### src/sv/assert_macros.svh
// assertion macros shared by the fixup unit rtl
// no dependencies; included by modules that carry concurrent checks
`ifndef ASSERT_MACROS_SVH
`define ASSERT_MACROS_SVH

// implication checked on every rising edge, masked while reset is held
`define FUTF_ASSERT(lbl, prop, msg) \
    lbl: assert property (@(posedge i_clk) disable iff (!i_rst_n) prop) else $error(msg);

// same check with reset not masked
`define FUTF_ASSERT_ALWAYS(lbl, prop, msg) \
    lbl: assert property (@(posedge i_clk) prop) else $error(msg);

`endif

### src/sv/futf_pkg.sv
// shared types, opcodes and cause codes for the fpu unimplemented trap fixup unit
// no dependencies
`timescale 1ns / 1ps
`default_nettype none

package futf_pkg;

    // major opcodes, instruction bits 31..26
    localparam logic [5:0] OP_SPECIAL = 6'h00;
    localparam logic [5:0] OP_COP1    = 6'h11;
    localparam logic [5:0] OP_COP1X   = 6'h13;
    localparam logic [5:0] OP_LWC1    = 6'h31;
    localparam logic [5:0] OP_LDC1    = 6'h35;
    localparam logic [5:0] OP_SWC1    = 6'h39;
    localparam logic [5:0] OP_SDC1    = 6'h3d;

    // cop1x function codes, instruction bits 5..0
    localparam logic [5:0] FN_MADD_S  = 6'h20;
    localparam logic [5:0] FN_NMADD_S = 6'h30;
    localparam logic [5:0] FN_MSUB_S  = 6'h28;
    localparam logic [5:0] FN_NMSUB_S = 6'h38;
    localparam logic [5:0] FN_MADD_D  = 6'h21;
    localparam logic [5:0] FN_MSUB_D  = 6'h29;
    localparam logic [5:0] FN_NMADD_D = 6'h31;
    localparam logic [5:0] FN_NMSUB_D = 6'h39;
    localparam logic [5:0] FN_LWXC1   = 6'h00;
    localparam logic [5:0] FN_LDXC1   = 6'h01;
    localparam logic [5:0] FN_SWXC1   = 6'h08;
    localparam logic [5:0] FN_SDXC1   = 6'h09;
    localparam logic [5:0] FN_PREFX   = 6'h0f;

    localparam logic [31:0] SIGN_BIT = 32'h8000_0000;
    localparam logic [8:0]  EXP_BIAS = 9'd127;
    localparam logic [31:0] PC_STEP  = 32'd4;

    typedef enum logic [4:0] {
        CAUSE_SPECIAL     = 5'd0,
        CAUSE_COP1        = 5'd1,
        CAUSE_MADD_S      = 5'd2,
        CAUSE_NMADD_S     = 5'd3,
        CAUSE_MSUB_S      = 5'd4,
        CAUSE_NMSUB_S     = 5'd5,
        CAUSE_MADD_D      = 5'd6,
        CAUSE_MSUB_D      = 5'd7,
        CAUSE_NMADD_D     = 5'd8,
        CAUSE_NMSUB_D     = 5'd9,
        CAUSE_LWXC1       = 5'd10,
        CAUSE_LDXC1       = 5'd11,
        CAUSE_SWXC1       = 5'd12,
        CAUSE_SDXC1       = 5'd13,
        CAUSE_PREFX       = 5'd14,
        CAUSE_COP1X_OTHER = 5'd15,
        CAUSE_LWC1        = 5'd16,
        CAUSE_LDC1        = 5'd17,
        CAUSE_SWC1        = 5'd18,
        CAUSE_SDC1        = 5'd19,
        CAUSE_NOT_FPU     = 5'd20
    } t_cause;

    typedef struct packed {
        logic [31:0] instruction;
        logic [31:0] trap_pc;
        logic [31:0] ft_value;
        logic [31:0] fs_value;
        logic [31:0] fr_value;
    } t_in_word;

    typedef struct packed {
        logic        fixed;
        logic [4:0]  dest_index;
        logic [31:0] dest_value;
        logic [31:0] next_pc;
        t_cause      cause;
    } t_out_word;

endpackage

`default_nettype wire

### src/sv/futf_if.sv
// valid/ready channel interfaces for the trap fixup unit
// depends on futf_pkg for the word types
`timescale 1ns / 1ps
`default_nettype none

interface futf_in_if;
    logic               valid;
    logic               ready;
    futf_pkg::t_in_word data;

    modport source (output valid, output data, input ready);
    modport sink   (input valid, input data, output ready);
endinterface

interface futf_out_if;
    logic                valid;
    logic                ready;
    futf_pkg::t_out_word data;

    modport source (output valid, output data, input ready);
    modport sink   (input valid, input data, output ready);
endinterface

`default_nettype wire

### src/sv/futf_core.sv
// combinational decode and underflow fixup for one trapping instruction
// depends on futf_pkg
`timescale 1ns / 1ps
`default_nettype none

module futf_core (
    input  wire futf_pkg::t_in_word i_word,
    output futf_pkg::t_out_word     o_word
);

    logic [5:0]       w_opcode;
    logic [5:0]       w_funct;
    futf_pkg::t_cause w_cause;
    logic [8:0]       w_exp_sum;
    logic             w_single_fma;
    logic             w_underflow;
    logic             w_negate;

    assign w_opcode = i_word.instruction[31:26];
    assign w_funct  = i_word.instruction[5:0];

    always_comb begin
        w_cause = futf_pkg::CAUSE_NOT_FPU;
        unique case (w_opcode)
            futf_pkg::OP_SPECIAL: w_cause = futf_pkg::CAUSE_SPECIAL;
            futf_pkg::OP_COP1:    w_cause = futf_pkg::CAUSE_COP1;
            futf_pkg::OP_COP1X: begin
                unique case (w_funct)
                    futf_pkg::FN_MADD_S:  w_cause = futf_pkg::CAUSE_MADD_S;
                    futf_pkg::FN_NMADD_S: w_cause = futf_pkg::CAUSE_NMADD_S;
                    futf_pkg::FN_MSUB_S:  w_cause = futf_pkg::CAUSE_MSUB_S;
                    futf_pkg::FN_NMSUB_S: w_cause = futf_pkg::CAUSE_NMSUB_S;
                    futf_pkg::FN_MADD_D:  w_cause = futf_pkg::CAUSE_MADD_D;
                    futf_pkg::FN_MSUB_D:  w_cause = futf_pkg::CAUSE_MSUB_D;
                    futf_pkg::FN_NMADD_D: w_cause = futf_pkg::CAUSE_NMADD_D;
                    futf_pkg::FN_NMSUB_D: w_cause = futf_pkg::CAUSE_NMSUB_D;
                    futf_pkg::FN_LWXC1:   w_cause = futf_pkg::CAUSE_LWXC1;
                    futf_pkg::FN_LDXC1:   w_cause = futf_pkg::CAUSE_LDXC1;
                    futf_pkg::FN_SWXC1:   w_cause = futf_pkg::CAUSE_SWXC1;
                    futf_pkg::FN_SDXC1:   w_cause = futf_pkg::CAUSE_SDXC1;
                    futf_pkg::FN_PREFX:   w_cause = futf_pkg::CAUSE_PREFX;
                    default:              w_cause = futf_pkg::CAUSE_COP1X_OTHER;
                endcase
            end
            futf_pkg::OP_LWC1:    w_cause = futf_pkg::CAUSE_LWC1;
            futf_pkg::OP_LDC1:    w_cause = futf_pkg::CAUSE_LDC1;
            futf_pkg::OP_SWC1:    w_cause = futf_pkg::CAUSE_SWC1;
            futf_pkg::OP_SDC1:    w_cause = futf_pkg::CAUSE_SDC1;
            default:              w_cause = futf_pkg::CAUSE_NOT_FPU;
        endcase
    end

    // biased exponents summed; product underflows when the sum stays at or below the bias
    assign w_exp_sum = {1'b0, i_word.ft_value[30:23]} + {1'b0, i_word.fs_value[30:23]};

    assign w_single_fma = (w_cause == futf_pkg::CAUSE_MADD_S)
                       || (w_cause == futf_pkg::CAUSE_NMADD_S)
                       || (w_cause == futf_pkg::CAUSE_MSUB_S)
                       || (w_cause == futf_pkg::CAUSE_NMSUB_S);
    assign w_underflow  = w_single_fma && (w_exp_sum <= futf_pkg::EXP_BIAS);
    assign w_negate     = (w_cause == futf_pkg::CAUSE_NMADD_S)
                       || (w_cause == futf_pkg::CAUSE_MSUB_S);

    always_comb begin
        o_word.fixed      = w_underflow;
        o_word.cause      = w_cause;
        o_word.dest_index = '0;
        o_word.dest_value = '0;
        o_word.next_pc    = i_word.trap_pc;
        if (w_underflow) begin
            o_word.dest_index = i_word.instruction[10:6];
            o_word.dest_value = w_negate ? (i_word.fr_value ^ futf_pkg::SIGN_BIT)
                                         : i_word.fr_value;
            o_word.next_pc    = i_word.trap_pc + futf_pkg::PC_STEP;
        end
    end

endmodule

`default_nettype wire

### src/sv/fpu_unimplemented_trap_fixup_unit.sv
// fpu unimplemented-operation trap fixup unit, top level
// depends on futf_pkg, futf_if, futf_core and assert_macros.svh
//
// usage:
//   i_in  carries one trapping word: instruction, trap pc and the ft, fs, fr
//         operand bits. a word is taken on an edge where valid and ready are high.
//   o_out carries one result word per input word: fixed flag, fd index, fd value,
//         resume pc and the cause code, in input order.
//   single-precision madd/msub/nmadd/nmsub whose exponent sum underflows are
//   fixed up (fd gets fr, negated for nmadd and msub, pc advances by 4);
//   everything else is reported with its cause code and the pc unchanged.
// timing:
//   an accepted word passes through the input register, the decode and exponent
//   test in futf_core, then the result register. throughput is one word per cycle
//   while o_out.ready is high, set by the single pass through futf_core.
// reset and stalls:
//   synchronous active-low reset empties both registers; nothing is pending after.
//   i_in.ready stays low while reset is held.
//   when the receiver holds ready low the result word stays put and the input
//   register still fills, so up to two words sit in the unit before i_in.ready drops.
`timescale 1ns / 1ps
`default_nettype none
`include "assert_macros.svh"

module fpu_unimplemented_trap_fixup_unit (
    input  wire logic    i_clk,
    input  wire logic    i_rst_n,
    futf_in_if.sink      i_in,
    futf_out_if.source   o_out
);

    // input register
    logic                r_s1_valid;
    futf_pkg::t_in_word  r_s1_word;
    // result register
    logic                r_out_valid;
    futf_pkg::t_out_word r_out_word;

    futf_pkg::t_out_word w_result;
    logic                w_out_free;
    logic                w_s1_move;
    logic                w_in_take;
    logic                n_s1_valid;
    logic                n_out_valid;

    futf_core u_core (
        .i_word (r_s1_word),
        .o_word (w_result)
    );

    // result slot frees up when empty or being drained this cycle
    assign w_out_free  = !r_out_valid || o_out.ready;
    assign w_s1_move   = r_s1_valid && w_out_free;
    assign i_in.ready  = i_rst_n && (!r_s1_valid || w_out_free);
    assign w_in_take   = i_in.valid && i_in.ready;

    assign n_s1_valid  = w_in_take || (r_s1_valid && !w_out_free);
    assign n_out_valid = w_s1_move || (r_out_valid && !o_out.ready);

    always_ff @(posedge i_clk) begin
        if (!i_rst_n) begin
            r_s1_valid  <= 1'b0;
            r_out_valid <= 1'b0;
        end else begin
            r_s1_valid  <= n_s1_valid;
            r_out_valid <= n_out_valid;
        end
    end

    always_ff @(posedge i_clk) begin
        if (w_in_take) begin
            r_s1_word <= i_in.data;
        end
        if (w_s1_move) begin
            r_out_word <= w_result;
        end
    end

    assign o_out.valid = r_out_valid;
    assign o_out.data  = r_out_word;

    // checks
    `FUTF_ASSERT(a_fix_only_single_fma,
        (r_out_valid && r_out_word.fixed) |->
            (r_out_word.cause == futf_pkg::CAUSE_MADD_S
             || r_out_word.cause == futf_pkg::CAUSE_NMADD_S
             || r_out_word.cause == futf_pkg::CAUSE_MSUB_S
             || r_out_word.cause == futf_pkg::CAUSE_NMSUB_S),
        "fixup applied to an instruction that is not a single fused op")
    `FUTF_ASSERT(a_trap_clears_dest,
        (r_out_valid && !r_out_word.fixed) |->
            (r_out_word.dest_index == 5'd0 && r_out_word.dest_value == 32'd0),
        "reported trap carries a destination")
    `FUTF_ASSERT(a_fixed_pc_advances,
        (w_s1_move && w_result.fixed) |=>
            (r_out_word.next_pc == $past(r_s1_word.trap_pc) + futf_pkg::PC_STEP),
        "fixed result does not resume at pc plus four")
    `FUTF_ASSERT(a_take_fills_s1,
        w_in_take |=> r_s1_valid,
        "accepted word did not land in the input register")

endmodule

`default_nettype wire
### src/flat_wrapper.sv
// flat-port wrapper written by rule: the top's interface ports become plain ports
module fpu_unimplemented_trap_fixup_unit_flat 
  (i_clk, i_rst_n, i_in_valid, i_in_data, i_in_ready, o_out_valid, o_out_data, o_out_ready);
  futf_in_if i_in_i ();
  futf_out_if o_out_i ();
  input  wire logic i_clk;
  input  wire logic i_rst_n;
  input wire logic [$bits(i_in_i.valid)-1:0] i_in_valid;
  input wire logic [$bits(i_in_i.data)-1:0] i_in_data;
  output wire logic [$bits(i_in_i.ready)-1:0] i_in_ready;
  output wire logic [$bits(o_out_i.valid)-1:0] o_out_valid;
  output wire logic [$bits(o_out_i.data)-1:0] o_out_data;
  input wire logic [$bits(o_out_i.ready)-1:0] o_out_ready;
  assign i_in_i.valid = i_in_valid;
  assign i_in_i.data = i_in_data;
  assign i_in_ready = i_in_i.ready;
  assign o_out_valid = o_out_i.valid;
  assign o_out_data = o_out_i.data;
  assign o_out_i.ready = o_out_ready;
  fpu_unimplemented_trap_fixup_unit u_core (.i_clk(i_clk), .i_rst_n(i_rst_n), .i_in(i_in_i), .o_out(o_out_i));
endmodule
### config.mk
export PLATFORM = sky130hd
export DESIGN_NAME = fpu_unimplemented_trap_fixup_unit_flat
export DESIGN_NICKNAME = d
export VERILOG_FILES = /design/src/sv/futf_pkg.sv /design/src/sv/futf_if.sv /design/src/sv/futf_core.sv /design/src/sv/fpu_unimplemented_trap_fixup_unit.sv /design/src/flat_wrapper.sv
export VERILOG_INCLUDE_DIRS = /design/src /design/src/sv
export SDC_FILE = /design/constraint.sdc
export NUM_CORES = 1
export LEC_CHECK = 0
export ABC_AREA = 1
export BUFFER_PORTS_ARGS = -buffer_cell sky130_fd_sc_hd__buf_2
export CAP_MARGIN = 25
export CORE_MARGIN = 2
export CORE_UTILIZATION = 30
export CTS_CLUSTER_SIZE = 14
export DETAILED_ROUTE_END_ITERATION = 8
export SETUP_SLACK_MARGIN = 0.15
export SLEW_MARGIN = 20
export SYNTH_ARGS = -nofsm -noshare
export SYNTH_HDL_FRONTEND = slang
export SYNTH_SLANG_ARGS = --single-unit
### constraint.sdc
create_clock -name i_clk -period 6 [get_ports i_clk]
set_input_delay 1.2 -clock i_clk [delete_from_list [all_inputs] [get_ports i_clk]]
set_output_delay 1.2 -clock i_clk [all_outputs]
set_load 0.01 [all_outputs]
[After elaboration in Yosys (flattened, before gate mapping)]
Memory sizes are Yosys's and may differ from the RTL's. A register that Yosys moved wholly into a read port is not among the register bits.
Cells that the tools add are included.
W data, S select, Z words.
Word-level totals
  flip-flop bits (word level): 235
  ROM bits: 256
  bits of input ports: 164
  output and inout port bits: 77
  word-level logic and storage cells: 50
  memories kept: 1
Memories
  (no name shown): words 64, width 4, read ports 1, clocked after memory_dff 1, write ports 0, line futf_core.sv:28  | unique case (w_funct)
Cells by class
  add/sub/neg operators: 2
  magnitude comparators: 1
  equal/unequal tests: 10
  multiplexer cells: 4
  bitwise logic cells: 1
  reduce and logical (&&, ||, !) cells: 19
Operators with widths (count)
  $mux W32: 2
  $pmux W5 S7: 1
  $add A32 B3 Y32 const B: 1
  $eq A6 B6 Y1 const B: 4
  $eq A6 B5 Y1 const B: 2
  $eq A5 B2 Y1 const B: 2
  $eq A5 B3 Y1 const B: 2
  $add A8 B8 Y9: 1
  $le A9 B7 Y1 const B: 1
  $logic_or A1 B1 Y1: 8
  $logic_and A1 B1 Y1: 6
  $logic_not A6 Y1: 1
  $mux W6: 1
  $logic_not A1 Y1: 4
  $not A1 Y1: 1

[Longest topological paths before layout]
  depth in word-level cells: 8
  depth in mapped cells: 16
  depth with buffers taken out: 15

[Modules after synthesis]
Synthesis repeated with hierarchy kept, for this count alone.
Unflattened totals
  cell total of the unflattened synthesis: 641
  area total of the unflattened synthesis: 9102.5 µm²
Modules (own cells, without submodules)
  fpu_unimplemented_trap_fixup_unit: times used 1, cells each 249, area each 7155.6 µm²
  futf_core: times used 1, cells each 392, area each 1946.9 µm²

[Worst setup path before layout]
No wires, ideal clock.
  path kind: in2reg
  start point: in o_out_ready
  end point: reg u_core.r_out_word, in the netlist u_core.o_out.data[0], enable pin
  setup time: 0.533 ns
  data arrival time: 4.876 ns
  data required time: 5.467 ns
  slack: 0.591 ns
  stages on the path: 2
  buffers on the path: 0
  cell sequence: inv_1 a21oi_1
Between the ends
  cells in the longest elaborated chain, start to end: 2
Ends and longest elaborated chain
  start: declaration: line flat_wrapper.sv:13  | input wire logic [$bits(o_out_i.ready)-1:0] o_out_ready;
  $logic_or A1 B1 Y1: line fpu_unimplemented_trap_fixup_unit.sv:52  | assign w_out_free = !r_out_valid || o_out.ready;
  $logic_and A1 B1 Y1: line fpu_unimplemented_trap_fixup_unit.sv:53  | assign w_s1_move = r_s1_valid && w_out_free;
  net u_core.w_s1_move: line fpu_unimplemented_trap_fixup_unit.sv:41  | logic w_s1_move;
  end signal: assignment: line fpu_unimplemented_trap_fixup_unit.sv:75  | r_out_word <= w_result;
  end: declaration: line fpu_unimplemented_trap_fixup_unit.sv:37  | futf_pkg::t_out_word r_out_word;
The timed path passes the listed nets, and every way through them passes these cells.
A chain may end at the register's enable or synchronous reset.

[Worst setup path after layout]
  start point: in o_out_ready
  end point: reg u_core.r_s1_word[103] (netlist name), enable pin
Between the ends
  cells in the longest elaborated chain, start to end: 4
Ends and longest elaborated chain
  $logic_or A1 B1 Y1: line fpu_unimplemented_trap_fixup_unit.sv:52
  $logic_or A1 B1 Y1: line fpu_unimplemented_trap_fixup_unit.sv:54  | assign i_in.ready = i_rst_n && (!r_s1_valid || w_out_free);
  $logic_and A1 B1 Y1: line fpu_unimplemented_trap_fixup_unit.sv:54
  $logic_and A1 B1 Y1: line fpu_unimplemented_trap_fixup_unit.sv:55  | assign w_in_take = i_in.valid && i_in.ready;
  end signal: assignment: line fpu_unimplemented_trap_fixup_unit.sv:72  | r_s1_word <= i_in.data;
  end: declaration: line fpu_unimplemented_trap_fixup_unit.sv:34  | futf_pkg::t_in_word r_s1_word;
Every way passes these cells.

==> flow_summary.toml <==
[hold_path]
worstHoldEndpoint = "u_core.o_out.data[5]$_DFFE_PP_"
min_from = "u_core.r_s1_word[96]$_DFFE_PN_"
hold_path_class = "flop to flop"
holdPathStages = 0

[clocking]
clockBufferDepth = 2
root_buffer = "clkbuf_16"
cts.htree.levels = 4
cts_setup_buffers = 0
cts_hold_repair.buffers = 0
numClockSinks = 178
clk_latency_ns = 0.42
clkTransAtPathRegs_ns = 0.07
tritoncts = "yes"
numCtsBuffers = 17
post_cts.resized_instances = 0

[critical_path]
endpoint_kind = "flop"
setup.reg_to_reg.worst_slack_ns = 3.30
timing.critical_path.from_type = "input pin"
rr_worst_depth = 13
crit_path_max_incr_delay_ns = 0.83
crit_type = "input pin to flop"
r2r_end = "u_core.o_out.data[8]$_DFFE_PP_"
critPathMaxFanout = 73
crit_path_cell_trace = "buf_2, inv_1, nand3_1, nand3_1, inv_4, buf_4"
critPathArrivalTime_ns = 3.21
worstSetupStartpoint = "o_out_ready"
critPathSlowestCell = "inv_4"
critical-path-top-cell-by-count = "nand3_1"
timing.rr.start = "u_core.r_s1_word[57]$_DFFE_PN_"
worstPathRequired_ns = 6.09

[sta]
setup_viol = 0
unrepaired_setup_endpoints_after_global_routing = "no"
tightestPinTransition_ns = 0.892
hold_viol = 0
worst_slew_margin_rel_pct = 40.4
fmax_ghz = 0.320
timing.final.crit_share_pct = 52.1
setup-tns-final_ns = 0
finalMaxSlewViolations = 0
clock_skew_ns = 0.0123
finalWorstPathRequiredPeriod_ns = 3.13

[detailed_routing]
first_pass_iters = 4
drt-vias-per-instance = 4.09
via_count = 4618
detail_route.wl_per_cell_um = 12.6
finalWirelength_um = 14200
ant_nets = 0
drcViolationCount = 0
drt_first_iter_violations = 217

[synthesis]
compound_gate_fraction_of_synth_area_pct = 1.32
share_of_the_synthesized_netlist_area_taken_by_xor_and_xnor_gates_pct = 1.91
synthMuxAreaShare_pct = 0
synth_seq_area_share_pct = 72.7
synth_top_cell_area_share_pct = 71.0
synthesis.area_per_instance_um2 = 12.0
synth_enable_flop_cells = 172
synth-seq-cells = 178
mappedNetlistArea_um2 = 7270
synth_top_family_by_area = "simple AND/OR/NAND/NOR gates"
syn-instance-count = 606
ys_top_cells_by_count = "edfxtp_1 (172), nand2_1 (122), inv_1 (116), nor2_1 (71), nand3_1 (27)"
post_synth_fa_ha_maj_area_fraction_pct = 1.82
synth.most_common_cell = "edfxtp_1"
synth.net_count = 780
synthesis.yosys.warnings = 0
ys_async_sr_fraction_pct = 0
synth_flop_cell = "edfxtp_1"
count_of_distinct_cell_types_in_the_synthesized_netlist = 30
synth.top_cells.by_area = "edfxtp_1 (71%), nand2_1 (6.3%), inv_1 (6.0%), nor2_1 (3.7%), nand3_1 (1.9%)"
yosysTopAreaCell = "edfxtp_1"
synthSimpleGateAreaFrac_pct = 14.9

[place]
detailed_place_hpwl_um = 10300
portBuffers = 177
place_area_um2 = 8510
globalplace.congestion = 0.786

[outcome]
run_status = "completed"

[floorplanning]
die_area_um2 = 25500
die-height_um = 160
floorplan.initialDensity_pct = 30.8
num_rows = 56
die_w_um = 160
core_um2 = 23600
floorplan.io_pins = 241

[global_route]
antenna_found_initial = 4
first_global_vias = 4450
grt_first_pass_wirelength_um = 22500
grt_overflow_total = 0
grt_start_max_net_pins = 74
grt.total_usage_pct = 11.4

[cells_and_area]
nNetsFinal = 971
layout-area-overhead-vs-synth_pct = 25.3
layout.filler_cells = 2307
area_of_combinational_cells_with_multiple_inputs_um2 = 1470
fin_area_um2 = 9110
register_area_um2 = 5290
fraction_of_layout_cells_with_a_size_suffix_above_1_pct = 27.9

[pwr]
power_density_nw_per_um2 = 287
p_leak_nw = 4.09
ir_worst_vdd_mv = 0.162

[flow_run]
maxCapViolations = 0
[where the power goes]
part | internal [mW] | total [mW] | switching [mW]
combinational | 0.0518 | 0.130 | 0.0784
clock | 0.550 | 1.06 | 0.512
sequential | 1.41 | 1.42 | 0.0163
[routing by layer]
layer	track usage, %	vias to the layer above	wire length (µm)
li1	-	2371	-
met1	14.3	2099	6340
met2	18.6	127	6750
met3	4.21	17	947
met4	3.02	4	148
met5	0	-	21
[cell usage in the layout (no fill, tap or decap), drive strengths merged, types with 2 or more instances in the layout]
master and n:
inv 127, a21oi 5, clkinv 7, dfxtp 6, xor2 4, nand4 15
nand2 125, buf 180, edfxtp 172, o22ai 2, clkbuf 17, xnor2 11
nor2 74, ha 9, nor3 9, nand3b 3, o21ai 10, clkinvlp 2
nand3 28
[worst max path at each step]
stage,to,depth (start not counted)
CTS,u_core.r_s1_word[119]$_DFFE_PN_,6
floorplan,u_core.o_out.data[0]$_DFFE_PP_,2
finish,u_core.r_s1_word[103]$_DFFE_PN_,6
detailed placement,u_core.r_s1_word[96]$_DFFE_PN_,6
global placement,u_core.r_s1_word[97]$_DFFE_PN_,6
global route,flop,12
[area by class of cell]
cell class | count | share of cell area [%]
multi-input cells | 299 | 16.1
flip-flops and latches | 178 | 58.0
well taps | 319 | 4.38
diodes | 1 | 0.0275
clock inverters | 15 | 1.58
repair buffers | 180 | 10.2
inverters | 121 | 5.04
clock buffers | 17 | 4.67
[stage by stage]
stage               hold slack [ns]  cells  utilization [%]  total power [mW]  setup WS (ns)
finish                        0.425   1130             38.6              2.62           2.87
global placement              0.406   1096             36.0              1.58           2.40
detailed placement            0.409   1096             36.0              1.58           2.35
global route                  0.432   1129             38.6              2.73           2.56
CTS                           0.427   1128             38.4              2.66           2.80
floorplan                     0.400    606                -              1.52          0.591
[critical path: cells and delay by family]
| family | cells | cell delay [ns] |
|---|---|---|
| and+or+nand+nor | 2 | 0.52 |
| buffers and inverters | 4 | 1.45 |
[sequential cells by signal (all words and copies together), names as in the netlist, named ones only]
register            cells
u_core.o_out.valid      1
u_core.r_s1_word       97
u_core.o_out.data      75
u_core.r_s1_valid       1
[logic make-up after synthesis]
family | Yosys count
AOI/OAI and AO/OA | 18
xor gates and xnor gates | 15
adders and majority gates | 10
buffers and inverters | 129
DFF | 178
and+or+nand+nor | 256
Power figures use the tool's default switching activity.
